--- src/rtl/core/ile_pkg.sv ---
// Shared types and constants of the indexed list engine.
package ile_pkg;

	localparam int POS_W  = 9;
	localparam int DATA_W = 32;
	localparam int CNT_W  = 9;

	localparam logic [1:0] REQ_APPEND = 2'd0;
	localparam logic [1:0] REQ_INSERT = 2'd1;
	localparam logic [1:0] REQ_REMOVE = 2'd2;
	localparam logic [1:0] REQ_READ   = 2'd3;

	localparam logic [1:0] ST_OK     = 2'd0;
	localparam logic [1:0] ST_BOUNDS = 2'd1;
	localparam logic [1:0] ST_EMPTY  = 2'd2;
	localparam logic [1:0] ST_FULL   = 2'd3;

	typedef struct packed {
		logic [1:0]              req_type;
		logic [POS_W-1:0]        position;
		logic signed [DATA_W-1:0] data_in;
	} req_t;

	typedef struct packed {
		logic [1:0]               status;
		logic signed [DATA_W-1:0] data_out;
		logic [CNT_W-1:0]         item_count;
		logic                     is_empty;
	} rsp_t;

	typedef enum logic [2:0] {
		ADDR_HOLD,
		ADDR_LAST,
		ADDR_POS,
		ADDR_INC,
		ADDR_DEC
	} addr_op_t;

	typedef enum logic [2:0] {
		WR_NONE,
		WR_DATA_END,
		WR_DATA_POS,
		WR_UP,
		WR_DOWN
	} wr_op_t;

	typedef enum logic [1:0] {
		CNT_HOLD,
		CNT_INC,
		CNT_DEC
	} cnt_op_t;

	typedef enum logic [1:0] {
		RES_HOLD,
		RES_CLR,
		RES_TAKE
	} res_op_t;

	typedef struct packed {
		logic       req_load;
		addr_op_t   addr_op;
		logic       rd_en;
		wr_op_t     wr_op;
		cnt_op_t    cnt_op;
		res_op_t    res_op;
		logic       st_set;
		logic [1:0] st_code;
		logic       out_load;
	} ile_cmd_t;

	typedef struct packed {
		logic [1:0] kind;
		logic       full;
		logic       empty;
		logic       pos_gt_count;
		logic       pos_ge_count;
		logic       addr_at_pos;
		logic       addr_at_last;
		logic       rd_valid_s1;
		logic       rd_at_pos_s1;
		logic       out_free;
	} ile_status_t;

endpackage

--- src/rtl/core/ile_ctrl.sv ---
// Controller of the indexed list engine: sequences checks, shifts and result hand-off.
module ile_ctrl (
	input  logic                 clk,
	input  logic                 arst_n,
	input  logic                 req_valid,
	output logic                 req_stall,
	input  ile_pkg::ile_status_t sts,
	output ile_pkg::ile_cmd_t    cmd
);

	typedef enum logic [3:0] {
		S_IDLE,
		S_DECODE,
		S_SH_UP,
		S_SH_UP_END,
		S_INS_PUT,
		S_RM_SCAN,
		S_RM_DRAIN,
		S_RD_ISSUE,
		S_RD_TAKE,
		S_FINISH
	} state_t;

	state_t state_q;
	state_t state_nxt;

	assign req_stall = (state_q != S_IDLE);

	always_comb begin
		state_nxt   = state_q;
		cmd.req_load = 1'b0;
		cmd.addr_op  = ile_pkg::ADDR_HOLD;
		cmd.rd_en    = 1'b0;
		cmd.wr_op    = ile_pkg::WR_NONE;
		cmd.cnt_op   = ile_pkg::CNT_HOLD;
		cmd.res_op   = ile_pkg::RES_HOLD;
		cmd.st_set   = 1'b0;
		cmd.st_code  = ile_pkg::ST_OK;
		cmd.out_load = 1'b0;
		case (state_q)
			S_IDLE: begin
				if (req_valid) begin
					cmd.req_load = 1'b1;
					state_nxt    = S_DECODE;
				end
			end
			S_DECODE: begin
				cmd.res_op = ile_pkg::RES_CLR;
				cmd.st_set = 1'b1;
				state_nxt  = S_FINISH;
				case (sts.kind)
					ile_pkg::REQ_APPEND: begin
						if (sts.full) begin
							cmd.st_code = ile_pkg::ST_FULL;
						end else begin
							cmd.wr_op  = ile_pkg::WR_DATA_END;
							cmd.cnt_op = ile_pkg::CNT_INC;
						end
					end
					ile_pkg::REQ_INSERT: begin
						if (sts.pos_gt_count) begin
							cmd.st_code = ile_pkg::ST_BOUNDS;
						end else if (sts.full) begin
							cmd.st_code = ile_pkg::ST_FULL;
						end else if (sts.pos_ge_count) begin
							cmd.wr_op  = ile_pkg::WR_DATA_END;
							cmd.cnt_op = ile_pkg::CNT_INC;
						end else begin
							cmd.addr_op = ile_pkg::ADDR_LAST;
							state_nxt   = S_SH_UP;
						end
					end
					ile_pkg::REQ_REMOVE: begin
						if (sts.pos_ge_count) begin
							cmd.st_code = ile_pkg::ST_BOUNDS;
						end else begin
							cmd.addr_op = ile_pkg::ADDR_POS;
							state_nxt   = S_RM_SCAN;
						end
					end
					default: begin
						if (sts.empty) begin
							cmd.st_code = ile_pkg::ST_EMPTY;
						end else if (sts.pos_ge_count) begin
							cmd.st_code = ile_pkg::ST_BOUNDS;
						end else begin
							cmd.addr_op = ile_pkg::ADDR_POS;
							state_nxt   = S_RD_ISSUE;
						end
					end
				endcase
			end
			S_SH_UP: begin
				cmd.rd_en = 1'b1;
				if (sts.rd_valid_s1) begin
					cmd.wr_op = ile_pkg::WR_UP;
				end
				if (sts.addr_at_pos) begin
					state_nxt = S_SH_UP_END;
				end else begin
					cmd.addr_op = ile_pkg::ADDR_DEC;
				end
			end
			S_SH_UP_END: begin
				cmd.wr_op = ile_pkg::WR_UP;
				state_nxt = S_INS_PUT;
			end
			S_INS_PUT: begin
				cmd.wr_op  = ile_pkg::WR_DATA_POS;
				cmd.cnt_op = ile_pkg::CNT_INC;
				state_nxt  = S_FINISH;
			end
			S_RM_SCAN: begin
				cmd.rd_en = 1'b1;
				if (sts.rd_valid_s1) begin
					if (sts.rd_at_pos_s1) begin
						cmd.res_op = ile_pkg::RES_TAKE;
					end else begin
						cmd.wr_op = ile_pkg::WR_DOWN;
					end
				end
				if (sts.addr_at_last) begin
					state_nxt = S_RM_DRAIN;
				end else begin
					cmd.addr_op = ile_pkg::ADDR_INC;
				end
			end
			S_RM_DRAIN: begin
				if (sts.rd_at_pos_s1) begin
					cmd.res_op = ile_pkg::RES_TAKE;
				end else begin
					cmd.wr_op = ile_pkg::WR_DOWN;
				end
				cmd.cnt_op = ile_pkg::CNT_DEC;
				state_nxt  = S_FINISH;
			end
			S_RD_ISSUE: begin
				cmd.rd_en = 1'b1;
				state_nxt = S_RD_TAKE;
			end
			S_RD_TAKE: begin
				cmd.res_op = ile_pkg::RES_TAKE;
				state_nxt  = S_FINISH;
			end
			S_FINISH: begin
				if (sts.out_free) begin
					cmd.out_load = 1'b1;
					state_nxt    = S_IDLE;
				end
			end
			default: state_nxt = S_IDLE;
		endcase
	end

	always_ff @(posedge clk or negedge arst_n) begin
		if (!arst_n) begin
			state_q <= S_IDLE;
		end else begin
			state_q <= state_nxt;
		end
	end

endmodule

--- config.mk ---
export PLATFORM = sky130hd
export DESIGN_NAME = ile_ctrl
export DESIGN_NICKNAME = d
export VERILOG_FILES = /design/src/rtl/core/ile_pkg.sv /design/src/rtl/core/ile_ctrl.sv
export SDC_FILE = /design/constraint.sdc
export NUM_CORES = 1
export LEC_CHECK = 0
export ABC_AREA = 1
export BUFFER_PORTS_ARGS = -buffer_cell sky130_fd_sc_hd__buf_4
export CORE_AREA = 2 2 39 41
export CTS_BUF_LIST = sky130_fd_sc_hd__clkbuf_4 sky130_fd_sc_hd__clkbuf_8
export CTS_CLUSTER_DIAMETER = 120
export DETAILED_ROUTE_END_ITERATION = 12
export DIE_AREA = 0 0 41 43
export PLACE_DENSITY = 0.82
export SLEW_MARGIN = 25
export SYNTH_ARGS = -nofsm -noshare
export SYNTH_HDL_FRONTEND = slang
export SYNTH_SLANG_ARGS = --single-unit
--- constraint.sdc ---
create_clock -name clk -period 1.6 [get_ports clk]
set_input_delay 0.08 -clock clk [delete_from_list [all_inputs] [get_ports clk]]
set_output_delay 0.08 -clock clk [all_outputs]
set_load 0.02 [all_outputs]
==> metrics.yaml, run 1 <==
max_freq_mhz: 658
cts_buffers: 3
yosysSeqAreaShare: 0.187
ys_warn_count: 0
r2r_slack_ns: 0.31
criticalPathCategory: "flip-flop to primary output"
netlist_instances: 100
cts_max_level: 1
synth-seq-cells: 4
status: "finished, final reports clean"
clockBufferDepth: 2
netSwitchingFraction: 0.546
dp_hpwl_um: 1230
max_slew_margin: 0.762
hold_path_class: "input port to asynchronous set/reset pin"
dr_total_vias: 732
setup_viol: 0
mostFrequentLayoutCell: "buf_4"
final-hold-violation-count: 0
grt_max_degree: 9
start_util: 0.386
antenna_found_initial: 0
clkSinkCount: 4
clock_power_share: 0.090
cp_max_fo: 5
cellInternalPower_w: 0.000627
die_w_um: 41
p_comb_frac: 0.735
cp_cell_sequence: "inv_1 > nand2_1 > nor2_1 > a21oi_1 > o22ai_1 > buf_4"
fin_nets: 148
netlist_area_um2: 534
grt-ovfl-total: 0
peakVddDrop_mv: 0.923
drt_first_pass_iters: 4
grt_pass1_wl_um: 2340
diodes: 0
p_leak_nw: 0.491
die_h_um: 43
final_cell_mix: "buf_4 (30), nand2_1 (29), nor2_1 (16)"
cp-start-kind: "flip-flop"
grt_usage: 0.187
syn_nets: 114
ios: 31
core_area_um2: 1380
critical_path.max_stage_delay_ns: 0.44
drtAntennaViolNets: 0
routed_wl_um: 1460
total_power_w: 0.00138
power_switching_w: 0.000753
gp_congestion: 0.836
wire_per_inst_um: 9.89
largest_reg_flops: 4
vias_per_cell: 4.95
tns_ns: 0
cap_violations: 0
syn_avg_cell_area_um2: 5.34
powerDensity_nw_per_um2: 1720
die-area_um2: 1760
cp-end-kind: "primary output"
grt_pass1_vias: 605
final_core_util: 0.579
cp.required_ns: 1.52
port-buffer-count: 30
syn2layout_area_growth_pct: 49.9
cts-root-buf: "clkbuf_4"
clk_pin_slew_ns: 0.04
slew_violations: 0
drive_gt1_frac: 0.318
drc: 0
cp_slowest_cell: "dfrtp_1"
top_regs: "state_q x4"
regMostFlops: "state_q"
fp-row-count: 14
drt_iter0_markers: 7
post-route-period-util: 0.950
rsz0062_at_grt: "false"
clock_skew_ns: 0.00526
cts_tree: "yes"
worstPathArrival_ns: 1.44
min_period_ns: 1.52
clock_latency_ns: 0.24
tightestPinTransition_ns: 0.356
pwr-share-seq: 0.175
synth_cell_types: 21
path summary, 6_finish.rpt:
| path | startpoint | endpoint | depth (start not counted) |
|---|---|---|---|
| worst max-delay path | state_q[1] | cmd[5] | 6 |
| worst min-delay path | arst_n | state_q[2] | 2 |
| worst max register to register | state_q[1] | state_q[0] | 6 |
| worst min register to register | state_q[0] | state_q[0] | 2 |
| max in group asynchronous | arst_n | state_q[0] | 2 |
| min in group clk | sts[4] | state_q[1] | 4 |
timing repair:
item,in CTS,in global routing
endpoints found under the hold margin,4,0
hold buffers,1,0
setup buffers,0,0
gates resized for setup,0,1
endpoints found under the setup margin,0,3
routing by layer:
| metal | up-vias | track usage | share of wire |
|---|---|---|---|
| met1 | 320 | 0.239 | 0.42 |
| met3 | 0 | 0.0733 | 0.10 |
| met5 | - | 0 | 0 |
| met4 | 0 | 0.0200 | 0 |
| li1 | 380 | - | - |
| met2 | 32 | 0.297 | 0.47 |
area by class of cell:
cell class              instances  area [um2]
clock buffers                   3        22.5
inverters                      17        65.1
repair buffers                 31         235
flip-flops and latches          4         101
fillers                       141         583
well taps                      16        20.0
multi-input cells              77         357
cell usage after synthesis, drive strengths merged:
| cell type | count | area (um2) |
|---|---|---|
| nor2 | 19 | 88.8 |
| o22ai | 2 | 12.5 |
| nand4 | 1 | 6.26 |
| a22oi | 1 | 7.51 |
| clkbuf | 1 | 5.00 |
| nand3 | 12 | 60.1 |
| nand3b | 1 | 7.51 |
| clkinv | 1 | 5.00 |
| inv | 16 | 60.1 |
| o21ai | 5 | 25.0 |
| or2 | 1 | 6.26 |
| nor4 | 1 | 6.26 |
| a31oi | 1 | 6.26 |
| nand2 | 30 | 115 |
| a21oi | 3 | 15.0 |
| buf | 1 | 7.51 |
| dfrtp | 4 | 100 |
worst max-delay path: cells and delay by family, from the launching register on:
| family | cells | cell delay, ns |
|---|---|---|
| flip-flops | 1 | 0.44 |
| AND/OR/NAND/NOR | 2 | 0.27 |
| buffers and inverters | 2 | 0.26 |
| AO/OA/AOI/OAI | 2 | 0.23 |
power groups by stage:
| stage | registers [W] | logic [W] | clock network, W |
|---|---|---|---|
| 5_1_grt | 0.000248 | 0.00112 | 0.000136 |
| 6_report | 0.000241 | 0.00101 | 0.000125 |
| 3_3_place_gp | 0.000232 | 0.00100 | 0 |
| 2_1_floorplan | 0.000222 | 0.000695 | 0 |
| 3_5_place_dp | 0.000237 | 0.00101 | 0 |
| 4_1_cts | 0.000236 | 0.00102 | 0.000131 |
kinds of logic (layout without fill, tap and decap cells):
| logic type | after synthesis | in the layout | share of synthesized area |
|---|---|---|---|
| AO/OA/AOI/OAI | 12 | 12 | 0.124 |
| buffers and inverters | 19 | 51 | 0.145 |
| flip-flops | 4 | 4 | 0.187 |
| AND/OR/NAND/NOR | 65 | 65 | 0.543 |
metrics by stage:
step                setup WS, ns  hold slack [ns]  cells  area (um2)
finish                    0.0801            0.175    148         801
CTS                       0.0572            0.169    148         800
global route              0.0104            0.189    148         801
floorplan                  0.140           -0.216    100         534
detailed placement         0.323           -0.121    144         767
global placement           0.327           -0.122    144         767
Power figures use the tool's default switching activity.
==> run 2, diff against run 1 <==
Settings changed: CELL_PAD_IN_SITES_DETAIL_PLACEMENT set to 1, CELL_PAD_IN_SITES_GLOBAL_PLACEMENT set to 2, CORE_AREA 2 2 39 41 to unset, CORE_MARGIN set to 2, CORE_UTILIZATION set to 20, DIE_AREA 0 0 41 43 to unset, PLACE_DENSITY 0.82 to 0.89, REMOVE_ABC_BUFFERS set to 1.
==> run 2 against run 1 <==
Net effect: global-route usage decreased by 6.8 points; fmax is essentially flat; cell count rose by 11%; largest power group unchanged; non-clock buffer count up 2; sequential power grew 4%; critical endpoint is now cmd[8]; register-to-register slack better by 0.02 ns.
==> metrics.yaml, run 2 (synthesized netlist as in run 1, its figures left out) <==
die_h_um: 55.7
diodes: 0
peakVddDrop_mv: 0.531
final-hold-violation-count: 0
wire_per_inst_um: 11.6
gp_congestion: 0.833
mostFrequentLayoutCell: "buf_4"
tns_ns: 0
r2r_end: "state_q[0]"
fp-row-count: 18
worstPathArrival_ns: 1.44
criticalPathCategory: "flip-flop to primary output"
hold_path_class: "input port to flip-flop"
port-buffer-count: 30
drtAntennaViolNets: 0
antenna_found_initial: 0
postPlaceCellArea_um2: 785
tightestPinTransition_ns: 0.260
max_slew_margin: 0.826
final_area_um2: 842
cp_cell_sequence: "nor2_4 > nand2_2 > clkinv_2 > nand4_1 > nand3_1 > buf_4"
clk_pin_slew_ns: 0.04
slew_violations: 0
pwr-share-seq: 0.171
routed_wl_um: 1910
syn2layout_area_growth_pct: 57.6
largest_reg_flops: 4
worstRegToRegCells: 7
r2r_slack_ns: 0.33
p_comb_frac: 0.744
p_leak_nw: 0.496
path_buf_inv: 2
cp-end-kind: "primary output"
critical_path.max_stage_delay_ns: 0.43
dp_hpwl_um: 1580
cp_max_fo: 6
vias_per_cell: 4.54
grt-ovfl-total: 0
cts_max_level: 1
grt_pass1_wl_um: 3050
clkSinkCount: 4
drt_iter0_markers: 4
instances_no_fill: 164
ios: 31
max_freq_mhz: 658
cts_buffers: 3
top_regs: "state_q x4"
grt_max_degree: 9
clock_latency_ns: 0.24
start_util: 0.214
post-route-period-util: 0.949
cap_violations: 0
cts_tree: "yes"
core_area_um2: 2500
cellInternalPower_w: 0.000665
cts-root-buf: "clkbuf_4"
grt_pass1_vias: 741
dp.cells: 158
cp-start-kind: "flip-flop"
status: "finished, final reports clean"
clock_skew_ns: 0.00215
clock_power_share: 0.085
dr_total_vias: 745
netSwitchingFraction: 0.549
r2r-start: "state_q[3]"
drt_first_pass_iters: 2
min_to: "state_q[1]"
cp.required_ns: 1.52
whs_ns: 0.167
drc: 0
cp_slowest_cell: "dfrtp_2"
die_w_um: 55.7
min_period_ns: 1.52
clockBufferDepth: 2
powerDensity_nw_per_um2: 1750
hold_depth: 4
drive_gt1_frac: 0.366
crit_family: "simple AND/OR/NAND/NOR gates"
min-delay-start: "sts[4]"
regMostFlops: "state_q"
setup_viol: 0
grt_usage: 0.119
fin_nets: 150
die-area_um2: 3100
power_switching_w: 0.000808
final_cell_mix: "buf_4 (32), nand2_1 (29), nor2_1 (14)"
==> run 2: cell count changes in the layout (fill, tap and decap cells not counted) <==
cell,delta
dfrtp_1,-3
dfrtp_2,+3
buf_4,+2
nor2_1,-2
nor2_2,+2
==> run 2: power by group through the flow <==
stage | sequential, W | clock (W) | combinational [W]
final | 0.000251 | 0.000125 | 0.00110
after global routing | 0.000261 | 0.000134 | 0.00122
after CTS | 0.000237 | 0.000129 | 0.00107
after detailed placement | 0.000238 | 0 | 0.00105
after global placement | 0.000236 | 0 | 0.00104
after floorplan | 0.000222 | 0 | 0.000669
==> run 2: worst max-delay path by stage <==
stage / from / endpoint / slack [ns] / cells after the start
3_3_place_gp: state_q[1] / cmd[5] / 0.22 / 6
4_1_cts: state_q[1] / cmd[5] / 0.03 / 6
2_1_floorplan: state_q[3] / cmd[5] / 0.14 / 5
5_1_grt: state_q[3] / cmd[8] / -0.01 / 6
6_report: state_q[3] / cmd[8] / 0.08 / 6
3_5_place_dp: state_q[1] / cmd[5] / 0.24 / 6
==> run 2: stage by stage <==
step | util | total power [W] | setup WS (ns)
global route | 0.337 | 0.00161 | -0.0130
floorplan | - | 0.000891 | 0.140
detailed placement | 0.314 | 0.00129 | 0.243
finish | 0.337 | 0.00147 | 0.0808
CTS | 0.328 | 0.00143 | 0.0264
global placement | 0.314 | 0.00127 | 0.221
==> run 2: final cells by class <==
cell class | instances | area (um2)
clock buffer | 3 | 22.5
fill | 340 | 1660
inverter | 17 | 65.1
multi-input combinational | 77 | 362
sequential | 4 | 105
tap | 30 | 37.5
timing repair buffer | 33 | 250
==> run 2: worst min-delay path, stage by stage <==
cell	delay, ns
buf_4	0.08
inv_1	0.03
nand3_1	0.11
nand2_1	0.06
==> run 2: metal layers <==
metal | global-route usage | up-vias | wire length, um
met2 | 0.209 | 20 | 984
met1 | 0.139 | 334 | 808
li1 | - | 388 | -
met5 | 0 | - | 0
met3 | 0.0140 | 3 | 87
met4 | 0.0627 | 0 | 26
==> run 2: what timing repair did <==
action / in CTS / in global routing
gates resized for setup: 1 / 5
hold endpoints to repair: 4 / 0
buffers inserted: 0 / 2
pin swaps: 0 / 2
gates cloned: 0 / 0
endpoints found under the setup margin: 1 / 6
hold buffers: 1 / 0
==> run 3, diff against run 2 <==
Clock period 1.6 ns to 1.45 ns, I/O delays scaled along.
==> run 3 against run 2 <==
Net effect: the run now ends with setup timing left; register-to-register slack lost 0.20 ns; sequential share of layout area shrank 1.4 points; clock-buffer cell count is the same; total power grew 28%; design area grew 12%; critical path depth shrank 1; non-clock buffer count grew 6; clock skew grew 0.0031 ns; critical endpoint is now cmd[13]; largest cell class unchanged.
==> metrics.yaml, run 3 (synthesized netlist as in run 1, its figures left out) <==
cts_max_level: 1
min_period_ns: 1.46
ios: 31
r2r-start: "state_q[2]"
fp-row-count: 18
r2r_slack_ns: 0.13
whs_ns: 0.160
peakVddDrop_mv: 0.666
drc: 0
max_slew_margin: 0.849
mostFrequentLayoutCell: "buf_4"
cp.required_ns: 1.38
post-route-period-util: 1.00
cts-root-buf: "clkbuf_4"
multi_input_area_um2: 410
cp_max_fo: 5
r2r_end: "state_q[1]"
cp-end-kind: "primary output"
status: "complete, but fails checks"
largest_reg_flops: 4
cp_slowest_cell: "dfrtp_2"
core_area_um2: 2500
tightestPinTransition_ns: 0.224
critPathCapture: "cmd[13]"
criticalPathCategory: "flip-flop to primary output"
cts_tree: "yes"
instances_no_fill: 170
seqCellArea_um2: 105
start_util: 0.214
die_w_um: 55.7
die-area_um2: 3100
cp-start-kind: "flip-flop"
top_regs: "state_q x4"
syn2layout_area_growth_pct: 76.8
critical_path.max_stage_delay_ns: 0.45
dp.cells: 158
fin_nets: 156
regMostFlops: "state_q"
clkSinkCount: 4
powerDensity_nw_per_um2: 2000
slew_violations: 0
cap_violations: 0
final_area_um2: 945
drt_iter0_markers: 5
grt_pass1_vias: 825
die_h_um: 55.7
dr_total_vias: 779
fin_ws_ns: -0.00504
critPathLaunch: "state_q[1]"
drive_gt1_frac: 0.457
setup_viol: 2
grt_pass1_wl_um: 3570
cts_buffers: 3
max_freq_mhz: 687
clk_pin_slew_ns: 0.04
grt_usage: 0.142
drtAntennaViolNets: 0
dp_hpwl_um: 1610
clock_skew_ns: 0.00526
postPlaceCellArea_um2: 785
clockBufferDepth: 2
worstRegToRegCells: 7
routed_wl_um: 2110
wire_per_inst_um: 12.4
hold_path_class: "input port to asynchronous set/reset pin"
final-hold-violation-count: 0
fill_cells: 339
grt_max_degree: 9
clock_latency_ns: 0.24
cp_cell_sequence: "nor2_4 > nand2_4 > or2_1 > nand2_1 > buf_6"
vias_per_cell: 4.58
gp_congestion: 0.862
port-buffer-count: 30
final_cell_mix: "buf_4 (36), nand2_1 (27), inv_1 (13)"
rsz0062_at_grt: "true"
diodes: 0
failed_checks: "setup timing"
grt-ovfl-total: 0
worstPathArrival_ns: 1.38
total_power_w: 0.00189
antenna_found_initial: 0
drt_first_pass_iters: 4
p_leak_nw: 0.534
run 3: routing by layer:
layer  wire length [um]  track usage
met5                  0            0
met4                 42       0.0732
met3                107       0.0186
met2               1150        0.265
met1                807        0.154
run 3: worst min-delay path by stage:
stage,slack [ns],startpoint,cells past startpoint,endpoint
floorplan,-0.22,arst_n,0,state_q[0]
global placement,-0.13,arst_n,1,state_q[3]
detailed placement,-0.13,arst_n,1,state_q[3]
CTS,0.16,sts[4],4,state_q[1]
global route,0.19,arst_n,2,state_q[3]
finish,0.16,arst_n,2,state_q[3]
run 3: timing repair:
action / 4_1_cts / 5_1_grt
pin swaps: 5 / 7
hold endpoints to repair: 4 / 0
setup buffers: 6 / 2
hold buffers: 1 / 0
endpoints found under the setup margin: 8 / 10
gates resized for setup: 11 / 11
run 3: final cells by class:
class	instances	area share
Timing Repair Buffer	39	0.321
Clock buffer	3	0.0238
Inverter	17	0.0702
Tap cell	30	0.0397
Sequential cell	4	0.111
Multi-Input combinational cell	77	0.434
run 3: power breakdown:
group	internal, W	switching, W	total (W)
clock network	0.0000930	0.0000520	0.000145
logic	0.000609	0.000860	0.00147
registers	0.000178	0.0000972	0.000275
run 3: through the flow:
| stage | setup TNS, ns | setup slack [ns] | util |
|---|---|---|---|
| 2_1_floorplan | -0.00238 | -0.00238 | - |
| 3_3_place_gp | 0 | 0.104 | 0.314 |
| 3_5_place_dp | 0 | 0.141 | 0.314 |
| 4_1_cts | -0.00704 | -0.00704 | 0.356 |
| 5_1_grt | -0.442 | -0.0646 | 0.378 |
| 6_report | -0.00689 | -0.00504 | 0.378 |
run 3: critical path, delay by kind of cell (launching register included):
family                 cells  cell delay (ns)
flip-flops                 1             0.45
AND/OR/NAND/NOR            4             0.57
buffers and inverters      1             0.12
